<file path="config.mk">
export PLATFORM = sky130hd
export DESIGN_NAME = stuffed_frame_deframer_filter
export DESIGN_NICKNAME = d
export VERILOG_FILES = /design/src/design/sfd_pkg.sv /design/src/design/stuffed_frame_deframer_filter.sv /design/src/design/sfd_cfg.sv /design/src/design/sfd_step.sv
export SDC_FILE = /design/constraint.sdc
export NUM_CORES = 1
export LEC_CHECK = 0
export ABC_CLOCK_PERIOD_IN_PS = 5000
export BUFFER_PORTS_ARGS = -buffer_cell sky130_fd_sc_hd__buf_2
export CELL_PAD_IN_SITES_DETAIL_PLACEMENT = 1
export CELL_PAD_IN_SITES_GLOBAL_PLACEMENT = 2
export CORE_AREA = 10 10 134 136
export DETAILED_ROUTE_END_ITERATION = 16
export DIE_AREA = 0 0 144 146
export GPL_TIMING_DRIVEN = 0
export HOLD_SLACK_MARGIN = 0.15
export PLACE_DENSITY = 0.95
export REMOVE_ABC_BUFFERS = 1
export SYNTH_ARGS = -nofsm -noshare
export SYNTH_HDL_FRONTEND = slang
export SYNTH_SLANG_ARGS = --single-unit
</file>
<file path="constraint.sdc">
create_clock -name clk -period 5 [get_ports clk]
set_input_delay 1 -clock clk [delete_from_list [all_inputs] [get_ports clk]]
set_output_delay 1 -clock clk [all_outputs]
set_load 0.03 [all_outputs]
</file>
<file path="src/design/sfd_pkg.sv">
// Package for the stuffed frame deframer: register map, reset values,
// frame position codes and the shared struct types.
// No dependencies.
package sfd_pkg;

  // Register indexes (byte address = 4 * index)
  localparam logic [2:0] REG_MY_ADDRESS = 3'd0;
  localparam logic [2:0] REG_BCAST_ADDR = 3'd1;
  localparam logic [2:0] REG_TOKEN_MARK = 3'd2;
  localparam logic [2:0] REG_TOKEN_SIZE = 3'd3;
  localparam logic [2:0] REG_START_CODE = 3'd4;
  localparam logic [2:0] REG_END_CODE   = 3'd5;

  localparam int PADDR_W = 5;
  localparam int PDATA_W = 32;
  localparam int ADDR_W  = 5;   // station address width
  localparam int POS_W   = 9;

  localparam int BUFFER_BYTES_DEF = 256;

  // Reset values
  localparam logic [ADDR_W-1:0] MY_ADDRESS_RST = 5'd0;
  localparam logic [ADDR_W-1:0] BCAST_ADDR_RST = 5'd15;
  localparam logic [7:0]        TOKEN_MARK_RST = 8'd255;
  localparam logic [7:0]        TOKEN_SIZE_RST = 8'd5;
  localparam logic [7:0]        START_CODE_RST = 8'd2;
  localparam logic [7:0]        END_CODE_RST   = 8'd3;

  // Frame position codes
  localparam logic [POS_W-1:0] POS_IDLE = 9'd0;
  localparam logic [POS_W-1:0] POS_SRC  = 9'd1;
  localparam logic [POS_W-1:0] POS_DST  = 9'd2;
  localparam logic [POS_W-1:0] POS_LEN  = 9'd3;
  localparam logic [POS_W-1:0] POS_BODY = 9'd4;

  // Bytes outside the length count: STX, src, dst, len, two trailer bytes
  localparam logic [POS_W-1:0] FRAME_OVERHEAD = 9'd6;
  // Highest position ever held: longest frame is 255 + 6 bytes
  localparam logic [POS_W-1:0] POS_MAX        = 9'd260;

  typedef struct packed {
    logic [ADDR_W-1:0] my_address;
    logic [ADDR_W-1:0] bcast_addr;
    logic [7:0]        token_mark;
    logic [7:0]        token_size;
    logic [7:0]        start_code;
    logic [7:0]        end_code;
  } sfd_cfg_t;

  typedef struct packed {
    logic [POS_W-1:0] pos;
    logic             stuff;
    logic [7:0]       held;
    logic [7:0]       source;
    logic [7:0]       length;
    logic             fwd;
    logic             emitted;
  } sfd_state_t;

  typedef struct packed {
    logic [7:0] frame_byte;
    logic       route_forward;
    logic       last_byte;
    logic       end_ok;
    logic       aborted;
  } sfd_res_t;

endpackage

</file>
<file path="src/design/stuffed_frame_deframer_filter.sv">
// Path: a byte accepted into the input register is processed by the step into
//   the result register, which drives the out_ ports.
// Throughput: one byte per cycle, set by the single step from input register
//   to result register; stalls only while the result register is held.
// Reset: rst_n synchronous, active low; clears frame state, both stage valids
//   and loads the register reset values (STX 2, ETX 3, token mark 255, ...).
module stuffed_frame_deframer_filter #(
  parameter int BUFFER_BYTES = sfd_pkg::BUFFER_BYTES_DEF
) (
  input  logic                        clk,
  input  logic                        rst_n,
  // configuration
  input  logic                        psel,
  input  logic                        penable,
  input  logic                        pwrite,
  input  logic [sfd_pkg::PADDR_W-1:0] paddr,
  input  logic [sfd_pkg::PDATA_W-1:0] pwdata,
  output logic [sfd_pkg::PDATA_W-1:0] prdata,
  output logic                        pready,
  // received bytes
  input  logic                        in_valid,
  output logic                        in_ready,
  input  logic [7:0]                  in_rx_byte,
  // frame bytes
  output logic                        out_valid,
  input  logic                        out_ready,
  output logic [7:0]                  out_frame_byte,
  output logic                        out_route_forward,
  output logic                        out_last_byte,
  output logic                        out_end_ok,
  output logic                        out_aborted
);
  import sfd_pkg::*;

  sfd_cfg_t   cfg;
  sfd_state_t st_r, st_nxt;
  sfd_res_t   res, out_res_r;
  logic       emit;

  // input register
  logic       in_valid_r;
  logic [7:0] in_byte_r;
  // result register
  logic       out_valid_r;
  // step fires when the input register holds a byte and the result slot is free or drains
  logic       adv;

  assign pready = 1'b1;

  sfd_cfg u_cfg (
    .clk     (clk),
    .rst_n   (rst_n),
    .psel    (psel),
    .penable (penable),
    .pwrite  (pwrite),
    .paddr   (paddr),
    .pwdata  (pwdata),
    .prdata  (prdata),
    .cfg     (cfg)
  );

  sfd_step #(
    .BUFFER_BYTES (BUFFER_BYTES)
  ) u_step (
    .cfg     (cfg),
    .st      (st_r),
    .rx_byte (in_byte_r),
    .st_nxt  (st_nxt),
    .emit    (emit),
    .res     (res)
  );

  assign adv      = in_valid_r && (!out_valid_r || out_ready);
  // input side keeps moving while a finished result waits, as long as the
  // input register is empty or drains this cycle
  assign in_ready = !in_valid_r || adv;

  always_ff @(posedge clk) begin
    if (!rst_n) begin
      in_valid_r <= 1'b0;
    end else if (in_ready) begin
      in_valid_r <= in_valid;
    end
  end

  always_ff @(posedge clk) begin
    if (in_valid && in_ready) begin
      in_byte_r <= in_rx_byte;
    end
  end

  // frame state: control fields reset, payload bytes cleared as well to
  // match the defined startup route/held values
  always_ff @(posedge clk) begin
    if (!rst_n) begin
      st_r <= '0;
    end else if (adv) begin
      st_r <= st_nxt;
    end
  end

  always_ff @(posedge clk) begin
    if (!rst_n) begin
      out_valid_r <= 1'b0;
    end else if (adv) begin
      out_valid_r <= emit;
    end else if (out_ready) begin
      out_valid_r <= 1'b0;
    end
  end

  always_ff @(posedge clk) begin
    if (adv && emit) begin
      out_res_r <= res;
    end
  end

  assign out_valid         = out_valid_r;
  assign out_frame_byte    = out_res_r.frame_byte;
  assign out_route_forward = out_res_r.route_forward;
  assign out_last_byte     = out_res_r.last_byte;
  assign out_end_ok        = out_res_r.end_ok;
  assign out_aborted       = out_res_r.aborted;

`ifndef SYNTHESIS
  // byte stuffing is only ever pending inside a frame
  a_stuff_in_frame: assert property (@(posedge clk) disable iff (!rst_n)
    st_r.stuff |-> (st_r.pos != POS_IDLE))
    else $error("stuff pending while idle");

  // position never runs past the longest possible frame
  a_pos_bound: assert property (@(posedge clk) disable iff (!rst_n)
    st_r.pos <= POS_MAX)
    else $error("frame position out of range");

  // an abort transaction is a zero last byte with no end check
  a_abort_shape: assert property (@(posedge clk) disable iff (!rst_n)
    (out_valid_r && out_res_r.aborted) |->
      (out_res_r.last_byte && !out_res_r.end_ok && out_res_r.frame_byte == 8'd0))
    else $error("malformed abort transaction");

  // a step that yields nothing leaves the result register empty
  a_no_phantom: assert property (@(posedge clk) disable iff (!rst_n)
    (adv && !emit) |=> !out_valid_r)
    else $error("result without a cause");
`endif

endmodule

</file>
<file path="src/design/sfd_cfg.sv">
// APB-style configuration registers of the deframer.
// Depends on sfd_pkg.
module sfd_cfg (
  input  logic                           clk,
  input  logic                           rst_n,
  input  logic                           psel,
  input  logic                           penable,
  input  logic                           pwrite,
  input  logic [sfd_pkg::PADDR_W-1:0]    paddr,
  input  logic [sfd_pkg::PDATA_W-1:0]    pwdata,
  output logic [sfd_pkg::PDATA_W-1:0]    prdata,
  output sfd_pkg::sfd_cfg_t              cfg
);
  import sfd_pkg::*;

  sfd_cfg_t   cfg_r;
  logic       wr_en;
  logic [2:0] reg_idx;

  assign reg_idx = paddr[PADDR_W-1:2];
  assign wr_en   = psel & penable & pwrite;

  always_ff @(posedge clk) begin
    if (!rst_n) begin
      cfg_r.my_address <= MY_ADDRESS_RST;
      cfg_r.bcast_addr <= BCAST_ADDR_RST;
      cfg_r.token_mark <= TOKEN_MARK_RST;
      cfg_r.token_size <= TOKEN_SIZE_RST;
      cfg_r.start_code <= START_CODE_RST;
      cfg_r.end_code   <= END_CODE_RST;
    end else if (wr_en) begin
      case (reg_idx)
        REG_MY_ADDRESS: cfg_r.my_address <= pwdata[ADDR_W-1:0];
        REG_BCAST_ADDR: cfg_r.bcast_addr <= pwdata[ADDR_W-1:0];
        REG_TOKEN_MARK: cfg_r.token_mark <= pwdata[7:0];
        REG_TOKEN_SIZE: cfg_r.token_size <= pwdata[7:0];
        REG_START_CODE: cfg_r.start_code <= pwdata[7:0];
        REG_END_CODE:   cfg_r.end_code   <= pwdata[7:0];
        default: ;
      endcase
    end
  end

  always_comb begin
    prdata = '0;
    case (reg_idx)
      REG_MY_ADDRESS: prdata = PDATA_W'(cfg_r.my_address);
      REG_BCAST_ADDR: prdata = PDATA_W'(cfg_r.bcast_addr);
      REG_TOKEN_MARK: prdata = PDATA_W'(cfg_r.token_mark);
      REG_TOKEN_SIZE: prdata = PDATA_W'(cfg_r.token_size);
      REG_START_CODE: prdata = PDATA_W'(cfg_r.start_code);
      REG_END_CODE:   prdata = PDATA_W'(cfg_r.end_code);
      default:        prdata = '0;
    endcase
  end

  assign cfg = cfg_r;

endmodule

</file>
<file path="src/design/sfd_step.sv">
// Per-byte deframing step: next frame state and optional result item.
// Purely combinational; depends on sfd_pkg.
module sfd_step #(
  parameter int BUFFER_BYTES = sfd_pkg::BUFFER_BYTES_DEF
) (
  input  sfd_pkg::sfd_cfg_t   cfg,
  input  sfd_pkg::sfd_state_t st,
  input  logic [7:0]          rx_byte,
  output sfd_pkg::sfd_state_t st_nxt,
  output logic                emit,
  output sfd_pkg::sfd_res_t   res
);
  import sfd_pkg::*;

  localparam int BUF_W = $clog2(BUFFER_BYTES + 1);
  localparam int SZ_W  = (BUF_W > POS_W + 1) ? BUF_W : POS_W + 1;

  logic             is_token;
  logic [POS_W-1:0] size_cur;
  logic [SZ_W-1:0]  size_new;
  logic             is_final;
  logic             is_start;
  logic             fwd_new;
  logic [ADDR_W-1:0] dst_addr, src_addr;

  assign is_start = (rx_byte == cfg.start_code);
  assign is_token = (st.source == cfg.token_mark);
  assign size_cur = is_token ? POS_W'(cfg.token_size)
                             : POS_W'(st.length) + FRAME_OVERHEAD;
  // size with the length byte just arriving
  assign size_new = is_token ? SZ_W'(cfg.token_size)
                             : SZ_W'(POS_W'(rx_byte) + FRAME_OVERHEAD);
  assign is_final = (st.pos >= POS_BODY) &&
                    (({1'b0, st.pos} + 10'd1) >= {1'b0, size_cur});

  assign dst_addr = rx_byte[7:8-ADDR_W];
  assign src_addr = st.source[7:8-ADDR_W];
  assign fwd_new  = !(is_token || dst_addr == cfg.my_address ||
                      src_addr == cfg.my_address ||
                      dst_addr == cfg.bcast_addr);

  always_comb begin
    st_nxt           = st;
    emit             = 1'b0;
    res.frame_byte    = st.held;
    res.route_forward = st.fwd;
    res.last_byte     = 1'b0;
    res.end_ok        = 1'b0;
    res.aborted       = 1'b0;

    if (st.pos == POS_IDLE) begin
      if (is_start) begin
        st_nxt.pos     = POS_SRC;
        st_nxt.stuff   = 1'b0;
        st_nxt.emitted = 1'b0;
      end
    end else if (st.stuff) begin
      st_nxt.stuff = 1'b0;
      if (!is_start) begin
        // restart: new frame, this byte is its source
        if (st.emitted) begin
          emit           = 1'b1;
          res.frame_byte = '0;
          res.last_byte  = 1'b1;
          res.aborted    = 1'b1;
        end
        st_nxt.emitted = 1'b0;
        st_nxt.source  = rx_byte;
        st_nxt.held    = rx_byte;
        st_nxt.pos     = POS_DST;
      end
    end else begin
      if (is_start && !is_final) st_nxt.stuff = 1'b1;
      case (st.pos)
        POS_SRC: begin
          st_nxt.source = rx_byte;
          st_nxt.held   = rx_byte;
          st_nxt.pos    = POS_DST;
        end
        POS_DST: begin
          emit              = 1'b1;
          res.route_forward = fwd_new;
          st_nxt.fwd        = fwd_new;
          st_nxt.emitted    = 1'b1;
          st_nxt.held       = rx_byte;
          st_nxt.pos        = POS_LEN;
        end
        POS_LEN: begin
          emit          = 1'b1;
          st_nxt.length = rx_byte;
          if (size_new > SZ_W'(BUFFER_BYTES)) begin
            res.frame_byte = '0;
            res.last_byte  = 1'b1;
            res.aborted    = 1'b1;
            st_nxt.pos     = POS_IDLE;
            st_nxt.stuff   = 1'b0;
            st_nxt.emitted = 1'b0;
          end else begin
            st_nxt.held = rx_byte;
            st_nxt.pos  = POS_BODY;
          end
        end
        default: begin
          emit = 1'b1;
          if (is_final) begin
            res.last_byte  = 1'b1;
            res.end_ok     = (rx_byte == cfg.end_code);
            st_nxt.pos     = POS_IDLE;
            st_nxt.stuff   = 1'b0;
            st_nxt.emitted = 1'b0;
          end else begin
            st_nxt.held = rx_byte;
            st_nxt.pos  = st.pos + 9'd1;
          end
        end
      endcase
    end
  end

endmodule

</file>
**Yosys cells after proc, flatten, opt, wreduce, memory -nomap -nowiden**

Cells that the tools add are included.

- Register bits after elaboration: 100
- Output and inout bits: 47

- Order comparisons: 3
- Eq/ne operators: 21
- Reductions and logical operators: 35
- Mux-type cells: 49
- Bitwise gates (word level): 5
- $add $sub $neg: 4

Operators by type and width:

| operator | count |
|---|---|
| $mux W8 | 8 |
| $pmux W8 S6 | 1 |
| $mux W10 | 3 |
| $mux W9 | 3 |
| $pmux W9 S3 | 1 |
| $mux W26 | 1 |
| $eq A8 B8 Y1 | 3 |
| $mux W1 | 24 |
| $add A8 B3 Y9 const B | 2 |
| $eq A9 B2 Y1 const B | 2 |
| $mux W16 | 1 |
| $pmux W8 S2 | 1 |
| $eq A5 B5 Y1 | 3 |
| $reduce_and A2 Y1 | 7 |
| $mux W12 | 1 |
| $add A9 B1 Y10 const B | 1 |
| $ge A10 B9 Y1 | 1 |
| $gt A10 B9 Y1 const B | 1 |
| $add A9 B1 Y9 const B | 1 |
| $eq A9 B1 Y1 const B | 1 |
| $ge A9 B3 Y1 const B | 1 |
| $logic_not A9 Y1 | 1 |
| $reduce_and A4 Y1 | 2 |
| $eq A3 B2 Y1 const B | 2 |
| other kinds (26) | 45 |

**Logic depth before layout (Yosys ltp)**

- Word-level depth: 11
- Gate-level depth with buffers: 14
- Depth with buffers taken out: 13

**By module**

From an unflattened synthesis, not the netlist that was laid out.

- Cells, all modules: 730
- Area, all modules: 6406.1 um^2

By module, submodules not included:

| module | sequential area each (um^2) | area each (um^2) | cells each | instances |
|---|---|---|---|---|
| stuffed_frame_deframer_filter | 1361.3 | 2155.8 | 190 | 1 |
| sfd_step | 0.0 | 2139.6 | 308 | 1 |
| sfd_cfg | 840.8 | 2110.8 | 232 | 1 |

**Worst setup path before layout**

No wires, ideal clock.

- Path type: input -> output
- Start: in paddr[3] (netlist name)
- End: out prdata[5] (netlist name)
- Stages: 5
- Data required time: 4.000 ns
- Arrival: 2.407 ns
- Slack: 1.593 ns
- Cell sequence: clkbuf_1 nor2b_1 clkbuf_1 a22oi_1 a21oi_1

- Cells in the longest elaborated chain, start to end: 2
- Elaborated cells on any way between the ends: 7
- Those cells by class: eq/ne: 5; mux: 1; reduce/logical: 1

RTL lines:

| what | line | source |
|---|---|---|
| start, declared | stuffed_frame_deframer_filter.sv:16 | `input logic [sfd_pkg::PADDR_W-1:0] paddr,` |
| $eq A3 B3 Y1 (tied with other cells) | sfd_cfg.sv:46 | `case (reg_idx)` |
| $pmux W8 S6 (*) | sfd_cfg.sv:46 |  |
| end, declared | stuffed_frame_deframer_filter.sv:18 | `output logic [sfd_pkg::PDATA_W-1:0] prdata,` |

Every way passes the cells marked *; elsewhere a longest branch is shown, timed or not.

**Final worst setup path**

- Start: reg u_cfg.cfg_r (netlist bit u_cfg.cfg[30])
- End: reg st_r[24] (netlist name)

- Cells in the longest elaborated chain, start to end: 6
- Elaborated cells on any way between the ends: 9
- Those cells by class: order compare: 2; eq/ne: 3; mux: 2; reduce/logical: 2

RTL lines:

| what | line | source |
|---|---|---|
| start, declared | sfd_cfg.sv:16 | `sfd_cfg_t cfg_r;` |
| $eq A8 B8 Y1 (*) | sfd_step.sv:27 | `assign is_token = (st.source == cfg.token_mark);` |
| $mux W9 | sfd_step.sv:28 | `assign size_cur = is_token ? POS_W'(cfg.token_size)` |
| $ge A10 B9 Y1 | sfd_step.sv:34 | `(({1'b0, st.pos} + 10'd1) >= {1'b0, size_cur});` |
| $logic_and A1 B1 Y1 | sfd_step.sv:33 | `assign is_final = (st.pos >= POS_BODY) &&` |
| $ne A4 B4 Y1 (no source line) | - |  |
| $reduce_and A5 Y1 (no source line) (*) | - |  |
| end signal, assigned | stuffed_frame_deframer_filter.sv:98 | `st_r <= st_nxt;` |
| end, declared | stuffed_frame_deframer_filter.sv:36 | `sfd_state_t st_r, st_nxt;` |

Marked as above.
A chain may end at the register's enable or synchronous reset.

==> run summary <==
Critical Path AT - 4.27 ns
WP data required - 5.28 ns
R2R Setup Slk - 1.00 ns
Worst Clk Skew - 0.006869 ns
Detailed-route vias per instance - 5.385
Longest Clk Path Bufs - 2
Placed instance area - 0.005754 sq mm
PD cells - 271.5 mW/mm^2
Post-CTS Resized - 0
Hold Buf Count CTS - 0
Post-CTS setup buffer count - 0
Mapped Area - 0.005552 sq mm
Most frequent cell after synthesis - nand2_1
Unrepaired setup endpoints after global routing - false
Initial Utilization - 35.86%
Clock Sinks - 100
Finish-stage setup viols - 0
# H-tree levels - 3
Crit share post-route - 79.93%
Final wirelength - 15.93 mm
Synth area leader - dfxtp_1
First-pass GRT wire length - 25.61 mm
CP most frequent cell - o21ai_0
Crit end category - flip-flop
Startpoint type of the worst setup path - flip-flop
Max-slew headroom - 21.06%
WHS - 0.4572 ns
Post-layout minimum cycle time - 3.997 ns
Min-Delay Path Class - flip-flop to flip-flop
Total die area - 0.02102 sq mm
Worst skew pair latency - 0.35 ns
Drc violations - 0
ANT cells - 0
Layout Area Growth over Synthesis - 8.564%
Number of synthesized flops with an enable pin - 20
Distinct cell type count after synthesis - 60
Root Buffer - clkbuf_16
Slew Viols, Final - 0
Pwr Total - 1636 uW
Top-area cell type share of the netlist area - 28.85%
Final Core Density - 38.93%
Nets - 708
Max IR drop VDD - 0.0002123 V
Via count - 4513
Kind of critical path - flip-flop to flip-flop
Most common library cells after synthesis - 84 x nand2_1, 80 x dfxtp_1, 57 x mux2i_1
Num CTS Buffers - 9
I/O pin total - 99
CP Cell Sequence - xor2_1, nor4_1, nand2_1, o21ai_0, ha_1, a21o_1, a21oi_1, o21ai_0, o21ai_0, and3b_1, mux2i_1
GRT Total Usage - 15.26%
Worst Tran Pin Value - 1.181 ns
DRT iter0 DRCs - 309
Detail Route Antenna Nets - 0
Routed wire per std cell - 19.01 um
Synthesized area per cell - 8.925 sq um
Post-synthesis sequential area ratio - 39.67%
Max stage delay on crit path - 0.57 ns
Synth area leaders - dfxtp_1 29%, edfxtp_1 11%, mux2i_1 10%
Initial antenna violation count - 0
Initial DRT Pass Iterations - 5
Flops & latches, synth - 100
Layout cells sized above 1 - 12.23%
Gr ovfl total - 0
Number of port buffers - 47
Achievable Freq - 250.2 MHz
Routability cong. - 0.8738
Vias in the first global route - 4770
Setup TNS - 0 ns
Pin count of the biggest net entering global routing - 50
Hold Vio Cnt, Final - 0
CP Max Fanout - 18
Final instance area - 0.006027 sq mm
Die width - 144 um
Core ar. - 0.01548 sq mm
Synthesis warning total - 0
Die height - 146 um
Clk slew on worst S/H paths - 0.07 ns
Post-DP HPWL - 11.72 mm
Mapped Cells - 622
TritonCTS clock tree - built
Maxcap violations - 0
Async set-reset flop share out of synthesis - 0%
Crit path max-delay cell type - and3b_1
# rows - 46
Status - complete, no violations
Top_reg_cell synth - dfxtp_1
Lkg Pwr - 0.002461 uW
## cells by family (layout without fill, tap and decap cells)
kind of cell / count (synthesis) / in the layout / synth area share [%]
fa+ha+maj: 15 / 15 / 3.381
compound gates: 86 / 86 / 9.736
xor+xnor: 50 / 50 / 7.888
mux: 61 / 61 / 11.29
other cells: 2 / 25 / 0.1353
flops: 100 / 100 / 39.67
simple gates: 233 / 233 / 20.55
buf+inv: 75 / 76 / 7.347
## registers in the layout, indices dropped and copies added (netlist names)
name and flops:
st_r 36, out_valid 1, in_valid_r 1, out_route_forward 1
out_last_byte 1, in_byte_r 8, out_end_ok 1, out_aborted 1
out_frame_byte 8, u_cfg.cfg 42
## worst max-delay path, delay by kind of cell, from the launching register on
family	cells	cell delay (ns)
fa+ha+maj	1	0.29
mux	1	0.26
simple gates	3	1.46
xor+xnor	1	0.19
flops	1	0.37
compound gates	5	1.35
## worst paths after layout
path                                    from                    end  depth (start not counted)
hold reg to reg        st_r[25]$_SDFFE_PN0P_  st_r[25]$_SDFFE_PN0P_                          2
setup / recovery  u_cfg.cfg[30]$_SDFFE_PN1P_  st_r[24]$_SDFFE_PN0P_                         11
hold / removal         st_r[25]$_SDFFE_PN0P_  st_r[25]$_SDFFE_PN0P_                          2
setup reg to reg  u_cfg.cfg[30]$_SDFFE_PN1P_  st_r[24]$_SDFFE_PN0P_                         11
## final cells by class
| cell class | instances | area (sq um) |
|---|---|---|
| inverter | 13 | 48.80 |
| fill | 1833 | 9455 |
| multi-input combinational | 470 | 3028 |
| sequential | 100 | 2202 |
| clock buffer | 13 | 250.2 |
| tap | 192 | 240.2 |
| timing repair buffer | 47 | 235.2 |
| clock inverter | 3 | 22.52 |
## stage by stage
stage,cells,setup slack (ns)
global placement,822,1.072
finish,838,1.003
floorplan,583,1.840
CTS,838,0.9965
detailed placement,822,1.035
global route,838,0.5261
## per-layer routing
metal  track usage (%)  share of wire, %
met2             26.11                50
met1             18.27                44
met3             3.819               4.6
met4             4.341               1.8
met5                 0                 0
## placed cells by master, fill, tap and decap left out, types with 4 or more instances in the layout
master,instances
mux2i_1,57
and2_1,11
nand2_1,84
a22oi_1,4
dfxtp_1,80
nor2b_1,5
nand4_1,9
o211ai_1,6
a221oi_1,5
a21oi_1,27
nand3_1,28
edfxtp_1,20
o21ai_0,21
inv_1,12
and3_1,4
xnor2_1,27
ha_1,15
clkbuf_16,9
nor3_1,7
buf_2,47
xor2_1,23
conb_1,25
nor2_1,56
## where the power goes
part           switching [uW]  leakage [uW]  internal [uW]
combinational            93.3       0.00149           34.8
sequential               17.6      0.000840            828
clock                     310      0.000134            353
(Power assumes the default switching activity.)
